--- src/rtl/cnv_pkg.sv ---
// shared types and constants for the conv5x5 relu maxpool layer
// no dependencies
package cnv_pkg;
  localparam int IMAGE_SIZE = 32;
  localparam int KERNEL_SIZE = 5;
  localparam int DATA_WIDTH = 16;
  localparam int NCHAN = 6;
  localparam int FRAC_BITS = 12;
  localparam int OUT_WIDTH = 20;
  localparam logic [1:0] OP_WEIGHT = 2'd0;
  localparam logic [1:0] OP_BIAS = 2'd1;
  localparam logic [1:0] OP_PIXEL = 2'd2;

  // classified request from front to back
  typedef struct packed {
    logic [1:0] op;
    logic [7:0] idx;
    logic [31:0] val;
    logic [5:0] row;
    logic [5:0] col;
  } cnv_req_t;
endpackage

--- src/rtl/cnv_front.sv ---
// front end: accepts input requests, tracks pixel position, pushes a queue
// depends on cnv_pkg
module cnv_front #(
  parameter int IMAGE_SIZE = cnv_pkg::IMAGE_SIZE,
  parameter int DATA_WIDTH = cnv_pkg::DATA_WIDTH
) (
  input  logic clk,
  input  logic rst,
  input  logic in_valid,
  output logic in_ready,
  input  logic [1:0] in_op,
  input  logic [7:0] in_idx,
  input  logic [DATA_WIDTH-1:0] in_val,
  output logic q_valid,
  input  logic q_ready,
  output cnv_pkg::cnv_req_t q_req
);
  localparam int QD = 2;
  cnv_pkg::cnv_req_t q_mem [QD];
  logic [0:0] wp, rp;
  logic [1:0] cnt;
  logic [5:0] row, col;
  logic push, pop;

  assign in_ready = (cnt != 2'(QD));
  assign push = in_valid && in_ready && (in_op != 2'd3);
  assign pop = q_valid && q_ready;
  assign q_valid = (cnt != 2'd0);
  assign q_req = q_mem[rp];

  // queue storage
  always_ff @(posedge clk) begin
    if (push) begin
      q_mem[wp].op <= in_op;
      q_mem[wp].idx <= in_idx;
      q_mem[wp].val <= 32'(signed'(in_val));
      q_mem[wp].row <= row;
      q_mem[wp].col <= col;
    end
  end

  // pointers and pixel counters
  always_ff @(posedge clk) begin
    if (rst) begin
      wp <= '0; rp <= '0; cnt <= '0; row <= '0; col <= '0;
    end else begin
      if (push) wp <= wp + 1'b1;
      if (pop) rp <= rp + 1'b1;
      cnt <= cnt + 2'(push) - 2'(pop);
      if (push && in_op == cnv_pkg::OP_PIXEL) begin
        if (col == 6'(IMAGE_SIZE - 1)) begin
          col <= '0;
          row <= (row == 6'(IMAGE_SIZE - 1)) ? 6'd0 : row + 6'd1;
        end else begin
          col <= col + 6'd1;
        end
      end
    end
  end
endmodule

--- config.mk ---
export PLATFORM = sky130hd
export DESIGN_NAME = cnv_front
export DESIGN_NICKNAME = d
export VERILOG_FILES = /design/src/rtl/cnv_pkg.sv /design/src/rtl/cnv_front.sv
export SDC_FILE = /design/constraint.sdc
export NUM_CORES = 1
export LEC_CHECK = 0
export BUFFER_PORTS_ARGS = -buffer_cell sky130_fd_sc_hd__buf_2
export CAP_MARGIN = 5
export CORE_MARGIN = 3
export CORE_UTILIZATION = 46
export DETAILED_ROUTE_END_ITERATION = 10
export PLACE_DENSITY = 0.7
export SYNTH_ARGS = -nofsm -noshare
export SYNTH_HDL_FRONTEND = slang
export SYNTH_SLANG_ARGS = --single-unit
--- constraint.sdc ---
create_clock -name clk -period 4.1 [get_ports clk]
set_input_delay 0.41 -clock clk [delete_from_list [all_inputs] [get_ports clk]]
set_output_delay 0.41 -clock clk [all_outputs]
set_load 0.02 [all_outputs]
# [Word-level counts from Yosys, hierarchy flattened]
# Memory sizes are Yosys's and may differ from the RTL's. A register that Yosys moved wholly into a read port is not among the register bits.
# Cells that the tools add are included.
[word_totals] reg_bits=16 ram_bits=108 in_bits=30 output_inout_bits=56 wordCells=29 n_memories=1
[op_classes] addsub=6 eq_ne=5 muxes=6 n_reduce_logical=6
[memory_table] memory="q_mem" words=2 word_bits=54 rd=1 rd_clocked_by_memory_dff=1 wr=1 line="cnv_front.sv:19" source="cnv_pkg::cnv_req_t q_mem [QD];"
[op_table] cell="$add 6x1->6 const B" n=2
[op_table] cell="$eq 6x5->1 const B" n=2
[op_table] cell="$mux 6" n=2
[op_table] cell="$logic_and 1x1->1" n=4
[op_table] cell="$mux 1" n=4
[op_table] cell="$ne 2x2->1 const B" n=2
[op_table] cell="$add 1x1->1 const B" n=2
[op_table] cell="$add 2x1->2" n=1
[op_table] cell="$eq 2x2->1 const B" n=1
[op_table] cell="$reduce_and 2->1" n=1
[op_table] cell="$reduce_bool 2->1" n=1
[op_table] cell="$sub 2x1->2" n=1

# [Longest topological paths before layout]
# Gate-level depths: netlist of the first run.
[depth] word_depth=5 ltp_mapped=9 ltp_nobuf=8

# [Worst setup path before layout of the first run]
# OpenSTA, ideal clock, no wires.
[synth_timing] path_type="register to register" startpoint="register cnt[0]" endpoint="memory q_mem[0][0] in the netlist's numbering (enable)" setup_time_ps=433 arrival_time_ps=2421 required_time_ps=3667 path_slack_ps=1246 path_stages_with_launch=5 path_buffers=1 synth_period_minus_slack_ps=2854 path_cell_list="dfxtp_1 nand2b_1 buf_2 nand3_1 nor2_1"
[synth_between] elab_chain_len=5
[synth_lines] element="from (decl)" line="cnv_front.sv:21" source="logic [1:0] cnt;"
[synth_lines] element="from (signal assigned)" line="cnv_front.sv:49" source="cnt <= cnt + 2'(push) - 2'(pop);"
[synth_lines] element="$ne 2x2->1" line="cnv_front.sv:25" source="assign in_ready = (cnt != 2'(QD));"
[synth_lines] element="named net in_ready" line="cnv_front.sv:10" source="output logic in_ready,"
[synth_lines] element="$logic_and 1x1->1 (2 in a row)" line="cnv_front.sv:26" source="assign push = in_valid && in_ready && (in_op != 2'd3);"
[synth_lines] element="$mux 1" line="cnv_front.sv:33" source="if (push) begin"
[synth_lines] element="$mux 1 (not written as such)" line="cnv_front.sv:38" source="q_mem[wp].col <= col;"
[synth_lines] element="to (decl)" line="cnv_front.sv:19"
# The timed path passes the listed nets, and every way through them passes these cells.

==> results of run 1 <==
-- synth_stat cells, types with 4 or more instances --
| library cell | number | share of area |
|---|---|---|
| buf_4 | 16 | 0.033 |
| clkbuf_1 | 4 | 0.0041 |
| ha_1 | 4 | 0.014 |
| nand2_1 | 5 | 0.0051 |
| xor2_1 | 5 | 0.012 |
| buf_2 | 4 | 0.0055 |
| a21oi_1 | 6 | 0.0082 |
| edfxtp_1 | 76 | 0.62 |
| inv_1 | 4 | 0.0041 |
| mux2_2 | 38 | 0.12 |
| dfxtp_1 | 17 | 0.093 |
| nand3_1 | 4 | 0.0055 |
| nor2_1 | 10 | 0.010 |
-- sequential cells by signal, summed over array words and instances, names as in the netlist, named ones only --
signal / flops
col: 6
rp: 1
q_mem: 76
cnt: 2
row: 6
wp: 1
-- cell families (layout without fill, tap and decap cells) --
logic type                 after synthesis  after routing  synth area share
muxes                                   40             40             0.122
adders and majority gates                4              4            0.0137
xor gates and xnor gates                 8              8            0.0191
and+or+nand+nor                         39             39            0.0588
buffers and inverters                   28            105            0.0465
DFF                                     93             93             0.717
AOI/OAI and AO/OA                       14             14            0.0229
-- where the power goes --
| group | leakage (nW) | switching [mW] | total, mW | internal, mW |
|---|---|---|---|---|
| sequential | 0.850 | 0.0712 | 1.20 | 1.13 |
| combinational | 0.681 | 0.384 | 0.642 | 0.259 |
| clock | 0.0931 | 0.313 | 0.600 | 0.286 |
| total | 1.62 | 0.768 | 2.44 | 1.67 |
-- cell type report --
type | count | area, µm²
well taps | 99 | 124
fillers | 618 | 3220
multi-input cells | 105 | 882
repair buffers | 85 | 425
inverters | 4 | 15.0
clock buffers | 10 | 128
clock inverters | 6 | 71.3
flip-flops and latches | 93 | 2620
-- through the flow --
stage,area (µm²),total power [mW],cells,hold slack (ns)
after floorplan,3660,1.72,226,0.448
after global placement,4070,1.87,386,0.477
after detailed placement,4070,1.88,386,0.482
after CTS,4270,2.48,402,0.230
after global routing,4270,2.56,402,0.228
final,4270,2.44,402,0.247
-- worst max-delay path, stage by stage, from the launching register on --
cell	delay, ns
dfxtp_2	0.92
mux2_2	0.51
buf_2	0.19
-- cell usage in the layout (no fill, tap or decap), types with 2 or more instances in the layout --
cell type	netlist	routed
clkinv_4	0	2
xor2_1	5	5
mux2_2	38	38
nor2_1	10	8
nor3_1	2	2
xnor2_1	3	3
o31ai_1	2	2
o21ai_0	3	3
edfxtp_1	76	76
clkbuf_8	0	9
buf_2	4	85
dfxtp_1	17	16
and4b_1	2	2
ha_1	4	4
nor2_4	0	2
inv_1	4	4
nor2b_1	2	2
nand2_1	5	5
nand4_1	3	3
or3_1	2	2
mux2i_1	2	2
nand3_1	4	4
a21oi_1	6	6
and2_1	2	2
clkinvlp_4	0	2
or4_1	2	2
-- final timing paths --
check | slack (ns) | end | cells past startpoint
setup / recovery | 1.68 | q_req[34] | 2
hold / removal | 0.25 | q_mem[1][12] | 1
setup reg to reg | 1.92 | q_mem[1][11] | 3
hold reg to reg | 0.50 | row[5] | 2
-- routing by layer --
metal  share of wire  vias to the layer above  GRT usage
met2            0.48                       52      0.208
met3           0.060                        8     0.0316
met1            0.44                      923      0.170
met5               0                        -          0
met4           0.012                        0     0.0541
li1                -                      967          -
==> flow_summary.json, run 1 <==
{
  "status": "finished, final reports clean",
  "die_h_um": 95.2,
  "setup_viol": 0,
  "ys_async_sr_fraction": 0,
  "grt_max_degree": 39,
  "pre_cts_ws_ns": 1.88,
  "diodes": 0,
  "drive_above_1_share": 0.469,
  "gp_congestion": 0.771,
  "hp-start": "in_val[0]",
  "antenna_found_initial": 0,
  "crit_path_start_kind": "register",
  "ios": 86,
  "syn_inst": 226,
  "grt_pass1_vias": 1834,
  "grt_usage": 0.130,
  "clock.fmax_ghz": 0.414,
  "hold_viol": 0,
  "hold_buffers": 0,
  "cts_max_path_buffers": 2,
  "hpwl_um": 3970,
  "worstPathRequired_ns": 3.69,
  "cts_tree": "built",
  "via_per_inst": 4.85,
  "power.density_nw_per_um2": 572,
  "synth-seq-area-share": 0.717,
  "path_class": "reg2out",
  "routed_wl_um": 6080,
  "hp-class": "in2reg",
  "synth_edf_count": 76,
  "synth.avg_cell_area_um2": 16.2,
  "synth.cell_area_um2": 3660,
  "synth_nets": 260,
  "ys_types": 32,
  "end_kind": "primary output",
  "setup_ws_ns": 1.68,
  "grt_pass1_wl_um": 8780,
  "p_leak_nw": 1.62,
  "fin_crit_sh": 0.590,
  "core_um2": 7490,
  "clk-insertion-delay-late_ns": 0.34,
  "rsz0062_at_grt": "no",
  "drv_cap": 0,
  "clkTransAtPathRegs_ns": 0.10,
  "die_x_um": 95.2,
  "vias": 1950,
  "cts_inserted_buffers": 9,
  "io_buffers": 85,
  "cts.sink_count": 93,
  "wl_per_cell_um": 15.1,
  "drc_errors": 0,
  "drtIter0Drc": 97,
  "fin_skew_ns": 0.0104,
  "rows": 31,
  "post_cts_buffers": 0,
  "fin_setup_tns_ns": 0,
  "ys_warn_count": 0,
  "worst_slew_pin_slew_ns": 1.11,
  "worstPathArrival_ns": 2.01,
  "ir_worst_vdd_v": 0.000357,
  "nets": 332,
  "maxSlewHeadroom": 0.258,
  "slew_violations": 0,
  "htree_levels": 3,
  "drtPass1Iterations": 4,
  "fin_crit_ns": 2.42,
  "crit-reg2reg-launch": "cnt[0]",
  "syn2layout_area_growth_pct": 16.6,
  "die-area_um2": 9060,
  "overflow": 0,
  "cts_root_buffer": "clkbuf_8",
  "start_util": 0.489,
  "antenna_left": 0,
  "ys_ff_latch": 93,
  "ctsResizeCount": 0,
  "cp_max_fo": 38,
  "synth_flop_cell": "edfxtp_1",
  "final_util": 0.570
}
Power figures use the tool's default switching activity.
==> run 2, diff against run 1 <==
--- a/config.mk
+++ b/config.mk
@@ -5,12 +5,13 @@
 export SDC_FILE = /design/constraint.sdc
 export NUM_CORES = 1
 export LEC_CHECK = 0
+export ABC_AREA = 1
 export BUFFER_PORTS_ARGS = -buffer_cell sky130_fd_sc_hd__buf_2
 export CAP_MARGIN = 5
 export CORE_MARGIN = 3
 export CORE_UTILIZATION = 46
 export DETAILED_ROUTE_END_ITERATION = 10
-export PLACE_DENSITY = 0.7
+export PLACE_DENSITY = 0.72
 export SYNTH_ARGS = -nofsm -noshare
 export SYNTH_HDL_FRONTEND = slang
 export SYNTH_SLANG_ARGS = --single-unit
==> constraint.sdc (replaced) <==
create_clock -name clk -period 2.15 [get_ports clk]
set_input_delay 0.215 -clock clk [delete_from_list [all_inputs] [get_ports clk]]
set_output_delay 0.215 -clock clk [all_outputs]
set_load 0.02 [all_outputs]
==> run 2 against run 1 <==
- die area rose by 2.4%
- final cell count rose by 10%
- largest power group unchanged
- global-route usage rose by 0.53 points
- first-iteration DRC count fell by 32%
==> flow_summary.json, run 2 <==
{
  "status": "finished, final reports clean",
  "ys_async_sr_fraction": 0,
  "r2r-end": "cnt[1]",
  "rsz0062_at_grt": "no",
  "fin_cells": 444,
  "pwr-share-clk": 0.213,
  "ir_worst_vdd_v": 0.000427,
  "ys_types": 22,
  "p_leak_nw": 1.67,
  "yosys.area.top_type": "edfxtp_1",
  "hold_buffers": 0,
  "path_class": "reg2out",
  "setup_viol": 0,
  "cts_root_buffer": "clkbuf_8",
  "critPathMaxStageDelay_ns": 0.68,
  "drive_above_1_share": 0.447,
  "core_um2": 7810,
  "largest_reg_flops": 76,
  "ios": 86,
  "final_cell_mix": "buf_2 (85), edfxtp_1 (76), mux2_2 (38)",
  "synth.cell_area_um2": 3750,
  "worstPathArrival_ns": 1.80,
  "slowest_stage": "dfxtp_2",
  "switching_share": 0.327,
  "fin_crit_sh": 0.935,
  "hpwl_um": 4150,
  "nets": 371,
  "p_switching_mw": 1.52,
  "vias": 2128,
  "top_register": "q_mem",
  "holdWs_ns": 0.0470,
  "fin_crit_ns": 2.01,
  "slew_violations": 0,
  "rows": 32,
  "cp_num_buf_inv": 2,
  "end_kind": "primary output",
  "syn_inst": 258,
  "die_x_um": 96.3,
  "die-area_um2": 9280,
  "grt_usage": 0.135,
  "drc_errors": 0,
  "htree_levels": 3,
  "grt_max_degree": 39,
  "worstPathRequired_ns": 1.93,
  "diodes": 0,
  "overflow": 0,
  "r2r_slack_ns": 0.54,
  "grt_pass1_wl_um": 9350,
  "p_total_mw": 4.64,
  "cts_max_path_buffers": 2,
  "power.density_nw_per_um2": 1050,
  "cts_tree": "built",
  "critPathTopFamily": "flip-flops",
  "synth_flop_cell": "edfxtp_1",
  "fin_setup_tns_ns": 0,
  "rr_worst_depth": 9,
  "antenna_left": 0,
  "grt_pass1_vias": 1997,
  "die_h_um": 96.3,
  "hold_viol": 0,
  "routed_wl_um": 6090,
  "p_comb_frac": 0.299,
  "fin_area_um2": 4400,
  "hp-class": "in2reg",
  "cp_max_fo": 21,
  "drtPass1Iterations": 4,
  "yosys.area.top_type_share": 0.608,
  "start_util": 0.481,
  "cts_inserted_buffers": 9,
  "synth_edf_count": 76,
  "gp_congestion": 0.758,
  "via_per_inst": 4.79,
  "pre_cts_ws_ns": 0.508,
  "ctsResizeCount": 0,
  "io_buffers": 85,
  "p_int_mw": 3.12,
  "crit-reg2reg-launch": "cnt[0]",
  "synth_commonest_cells": "edfxtp_1 (76), mux2_2 (38), nand2_1 (24), nor2_1 (20)",
  "syn2layout_area_growth_pct": 17.3,
  "worst_slew_pin_slew_ns": 0.538,
  "wl_per_cell_um": 13.7,
  "clk-insertion-delay-late_ns": 0.35,
  "largest_registers": "q_mem: 76 flops, col: 6 flops, row: 6 flops",
  "antenna_found_initial": 0,
  "synth-seq-area-share": 0.699,
  "post-synth-top-count-cell": "edfxtp_1",
  "crit_path_start_kind": "register",
  "final_common_cell": "buf_2",
  "hp-start": "in_idx[5]",
  "clkTransAtPathRegs_ns": 0.09,
  "synth_nets": 292,
  "ys_ff_latch": 93,
  "post_cts_buffers": 0,
  "place_area_um2": 4240,
  "crit_chain": "buf_4 -> mux2_2 -> buf_2",
  "fin_skew_ns": 0.0119,
  "cts.sink_count": 93,
  "synth_area_leaders": "edfxtp_1 (61%), mux2_2 (11%), dfxtp_1 (9.1%), buf_4 (3.6%), nand2_1 (2.4%)",
  "sequentialPowerShare": 0.488,
  "ys_warn_count": 0,
  "setup_ws_ns": 0.139,
  "maxSlewHeadroom": 0.641,
  "holdPathEnd": "q_mem[0][49]",
  "drtIter0Drc": 66,
  "drv_cap": 0,
  "min_delay_path_depth": 1,
  "final_util": 0.564,
  "n_fill_cell": 652,
  "dp.cells": 428,
  "clock.fmax_ghz": 0.497,
  "synth.avg_cell_area_um2": 14.5
}
run 2: cell count changes in the layout (fill, tap and decap cells not counted), moves of 4 or more:
cell / previous run / this run
nor2_1: 8 / 18
xor2_1: 5 / 0
o21ai_0: 3 / 7
a21oi_1: 6 / 12
nand2_1: 5 / 24
nor2_4: 2 / 6
inv_1: 4 / 18
run 2: kinds of logic (layout without fill, tap and decap cells):
family                     Yosys count  in the layout  synth area share
AOI/OAI and AO/OA                   19             19            0.0253
xor gates and xnor gates             1              1           0.00233
adders and majority gates            4              4            0.0133
buffers and inverters               40            124            0.0590
DFF                                 93             93             0.699
muxes                               38             38             0.114
and+or+nand+nor                     63             63            0.0873
run 2: how the worst max path moves through the flow:
| stage | depth (start not counted) | to | slack (ns) |
|---|---|---|---|
| after global routing | 3 | q_req[14] | 0.03 |
| after global placement | 3 | q_req[14] | 0.51 |
| final | 3 | q_req[14] | 0.14 |
| after detailed placement | 3 | q_req[14] | 0.51 |
| after floorplan | 4 | q_mem[0][0] | -0.52 |
| after CTS | 3 | q_req[14] | 0.11 |
run 2: area by class of cell:
class                      count  area [µm²]  area share
inverter                      19        71.3      0.0162
sequential                    93        2620       0.596
clock buffer                   9         124      0.0281
clock inverter                 7        40.0     0.00909
tap                          102         128      0.0290
multi-input combinational    125         925       0.210
timing repair buffer          89         493       0.112
run 2: power by group through the flow:
stage	Combinational (mW)	Clock, mW	Sequential (mW)
2_1_floorplan	1.10	0	2.25
3_3_place_gp	1.41	0	2.30
3_5_place_dp	1.41	0	2.31
4_1_cts	1.42	1.02	2.27
5_1_grt	1.51	1.10	2.29
6_report	1.39	0.987	2.27
run 2: per-layer routing:
| metal | track usage | share of wire | vias to the layer above |
|---|---|---|---|
| li1 | - | - | 1057 |
| met1 | 0.173 | 0.44 | 1012 |
| met2 | 0.214 | 0.49 | 52 |
| met3 | 0.0422 | 0.056 | 7 |
| met4 | 0.0549 | 0.013 | 0 |
| met5 | 0 | 0 | - |
run 2: worst register-to-register path: stages, from the launching register on:
cell     delay, ns
dfxtp_1       0.33
inv_1         0.08
nand2_4       0.09
nand3_4       0.13
ha_1          0.31
inv_1         0.04
ha_1          0.18
xnor2_1       0.17
o21ai_0       0.10
a21oi_1       0.12
==> run 3, diff against run 2 <==
--- a/config.mk
+++ b/config.mk
@@ -11,6 +11,7 @@
 export CORE_MARGIN = 3
 export CORE_UTILIZATION = 46
 export DETAILED_ROUTE_END_ITERATION = 10
+export GPL_TIMING_DRIVEN = 0
 export PLACE_DENSITY = 0.72
 export SYNTH_ARGS = -nofsm -noshare
 export SYNTH_HDL_FRONTEND = slang
==> run 3 against run 2 <==
- power rose by 5.9%
- design area grew 3.4%
- register-to-register slack worse by 0.03 ns
- via count up 3.0%
- setup slack got worse by 0.013 ns
- critical path type unchanged
- sequential power is 2% lower
- flip-flop and latch count unchanged
- clock-buffer cell count unchanged
- routed wire length up 4.1%
- hold slack got worse by 0.0080 ns
- global-route usage rose by 0.54 points
- combinational power rose by 12%
==> flow_summary.json, run 3 (synthesis gave the netlist of run 2 again) <==
{
  "status": "finished, final reports clean",
  "grt_usage": 0.141,
  "htree_levels": 3,
  "cts.sink_count": 93,
  "r2r-end": "cnt[1]",
  "fin_crit_ns": 2.02,
  "slew_violations": 0,
  "ir_worst_vdd_v": 0.000502,
  "cts_tree": "built",
  "nets": 389,
  "rows": 32,
  "post_cts_buffers": 0,
  "setup_viol": 0,
  "die_x_um": 96.3,
  "clkTransAtPathRegs_ns": 0.10,
  "grt_pass1_wl_um": 9760,
  "p_total_mw": 4.92,
  "vias": 2191,
  "hold_buffers": 0,
  "crit_top_cell": "buf_2",
  "start_util": 0.481,
  "power.density_nw_per_um2": 1080,
  "clk-insertion-delay-late_ns": 0.36,
  "hp-start": "in_val[12]",
  "maxSlewHeadroom": 0.792,
  "holdPathEnd": "q_mem[1][24]",
  "critPathMaxStageDelay_ns": 0.49,
  "ios": 86,
  "cts_max_path_buffers": 2,
  "routed_wl_um": 6340,
  "path_class": "reg2out",
  "drtIter0Drc": 78,
  "cts_root_buffer": "clkbuf_8",
  "clock.fmax_ghz": 0.494,
  "io_buffers": 84,
  "hold_viol": 0,
  "hp-class": "in2reg",
  "top_register": "q_mem",
  "r2r_slack_ns": 0.51,
  "rr_worst_depth": 9,
  "hpwl_um": 4490,
  "fin_setup_tns_ns": 0,
  "antenna_found_initial": 0,
  "largest_registers": "q_mem: 76 flops, col: 6 flops, row: 6 flops",
  "drc_errors": 0,
  "final_cell_mix": "buf_2 (87), edfxtp_1 (76), mux2_2 (38)",
  "fin_crit_sh": 0.941,
  "end_kind": "primary output",
  "slowest_stage": "mux2_2",
  "core_um2": 7810,
  "antenna_left": 0,
  "final_common_cell": "buf_2",
  "wl_per_cell_um": 13.7,
  "min_delay_path_depth": 1,
  "overflow": 0,
  "drtPass1Iterations": 4,
  "grt_pass1_vias": 2077,
  "cp_max_fo": 17,
  "grt_max_degree": 32,
  "gp_congestion": 0.765,
  "crit-reg2reg-launch": "cnt[0]",
  "worstPathArrival_ns": 1.81,
  "p_leak_nw": 1.77,
  "drive_above_1_share": 0.478,
  "die_h_um": 96.3,
  "crit_chain": "buf_2 -> mux2_2 -> buf_4 -> buf_2",
  "final_util": 0.583,
  "worst_slew_pin_slew_ns": 0.312,
  "ctsResizeCount": 0,
  "die-area_um2": 9280,
  "rsz0062_at_grt": "no",
  "syn2layout_area_growth_pct": 21.3,
  "drv_cap": 0,
  "holdWs_ns": 0.0389,
  "worstPathRequired_ns": 1.93,
  "via_per_inst": 4.74,
  "fin_skew_ns": 0.00991,
  "crit_path_start_kind": "register",
  "diodes": 0,
  "cts_inserted_buffers": 9,
  "largest_reg_flops": 76
}
==> run 3: layout make-up <==
| class | instances | area (µm²) |
|---|---|---|
| fill | 649 | 3250 |
| sequential | 93 | 2620 |
| multi-input combinational | 125 | 925 |
| timing repair buffer | 86 | 460 |
| buffer | 21 | 150 |
| tap | 102 | 128 |
| clock buffer | 9 | 124 |
| clock inverter | 7 | 72.6 |
| inverter | 19 | 71.3 |
==> run 3: metal layers <==
| layer | vias to the layer above | global-route usage | wire, µm |
|---|---|---|---|
| li1 | 1096 | - | - |
| met1 | 1025 | 0.165 | 2630 |
| met2 | 61 | 0.242 | 3190 |
| met3 | 9 | 0.0407 | 434 |
| met4 | 0 | 0.0561 | 91 |
| met5 | - | 0 | 0 |
==> run 3: power breakdown <==
part | switching (mW) | internal [mW]
clock network | 0.603 | 0.542
logic | 0.913 | 0.640
registers | 0.0581 | 2.16
total | 1.57 | 3.34
==> run 3: critical path: cells and delay by family (launching register included) <==
kind                   cells  cell delay [ns]
flip-flops                 1             0.37
buffers and inverters      3             0.59
multiplexers               1             0.49
==> run 3: how the worst max path moves through the flow <==
stage               depth (start not counted)  slack (ns)           to      from
floorplan                                   4       -0.52  q_mem[0][0]    cnt[0]
global placement                            4       -1.40  q_mem[1][0]    cnt[0]
detailed placement                          4        0.48    q_req[33]  register
CTS                                         4        0.09    q_req[33]  register
global route                                4       0.005    q_req[33]  register
finish                                      4        0.13    q_req[33]  register
==> run 3: metrics by stage <==
stage	area [µm²]	std cells	setup WS [ns]
6_report	4550	462	0.126
5_1_grt	4550	462	0.00543
4_1_cts	4550	462	0.0898
3_5_place_dp	4360	446	0.483
3_3_place_gp	4300	444	-1.40
2_1_floorplan	3750	258	-0.519
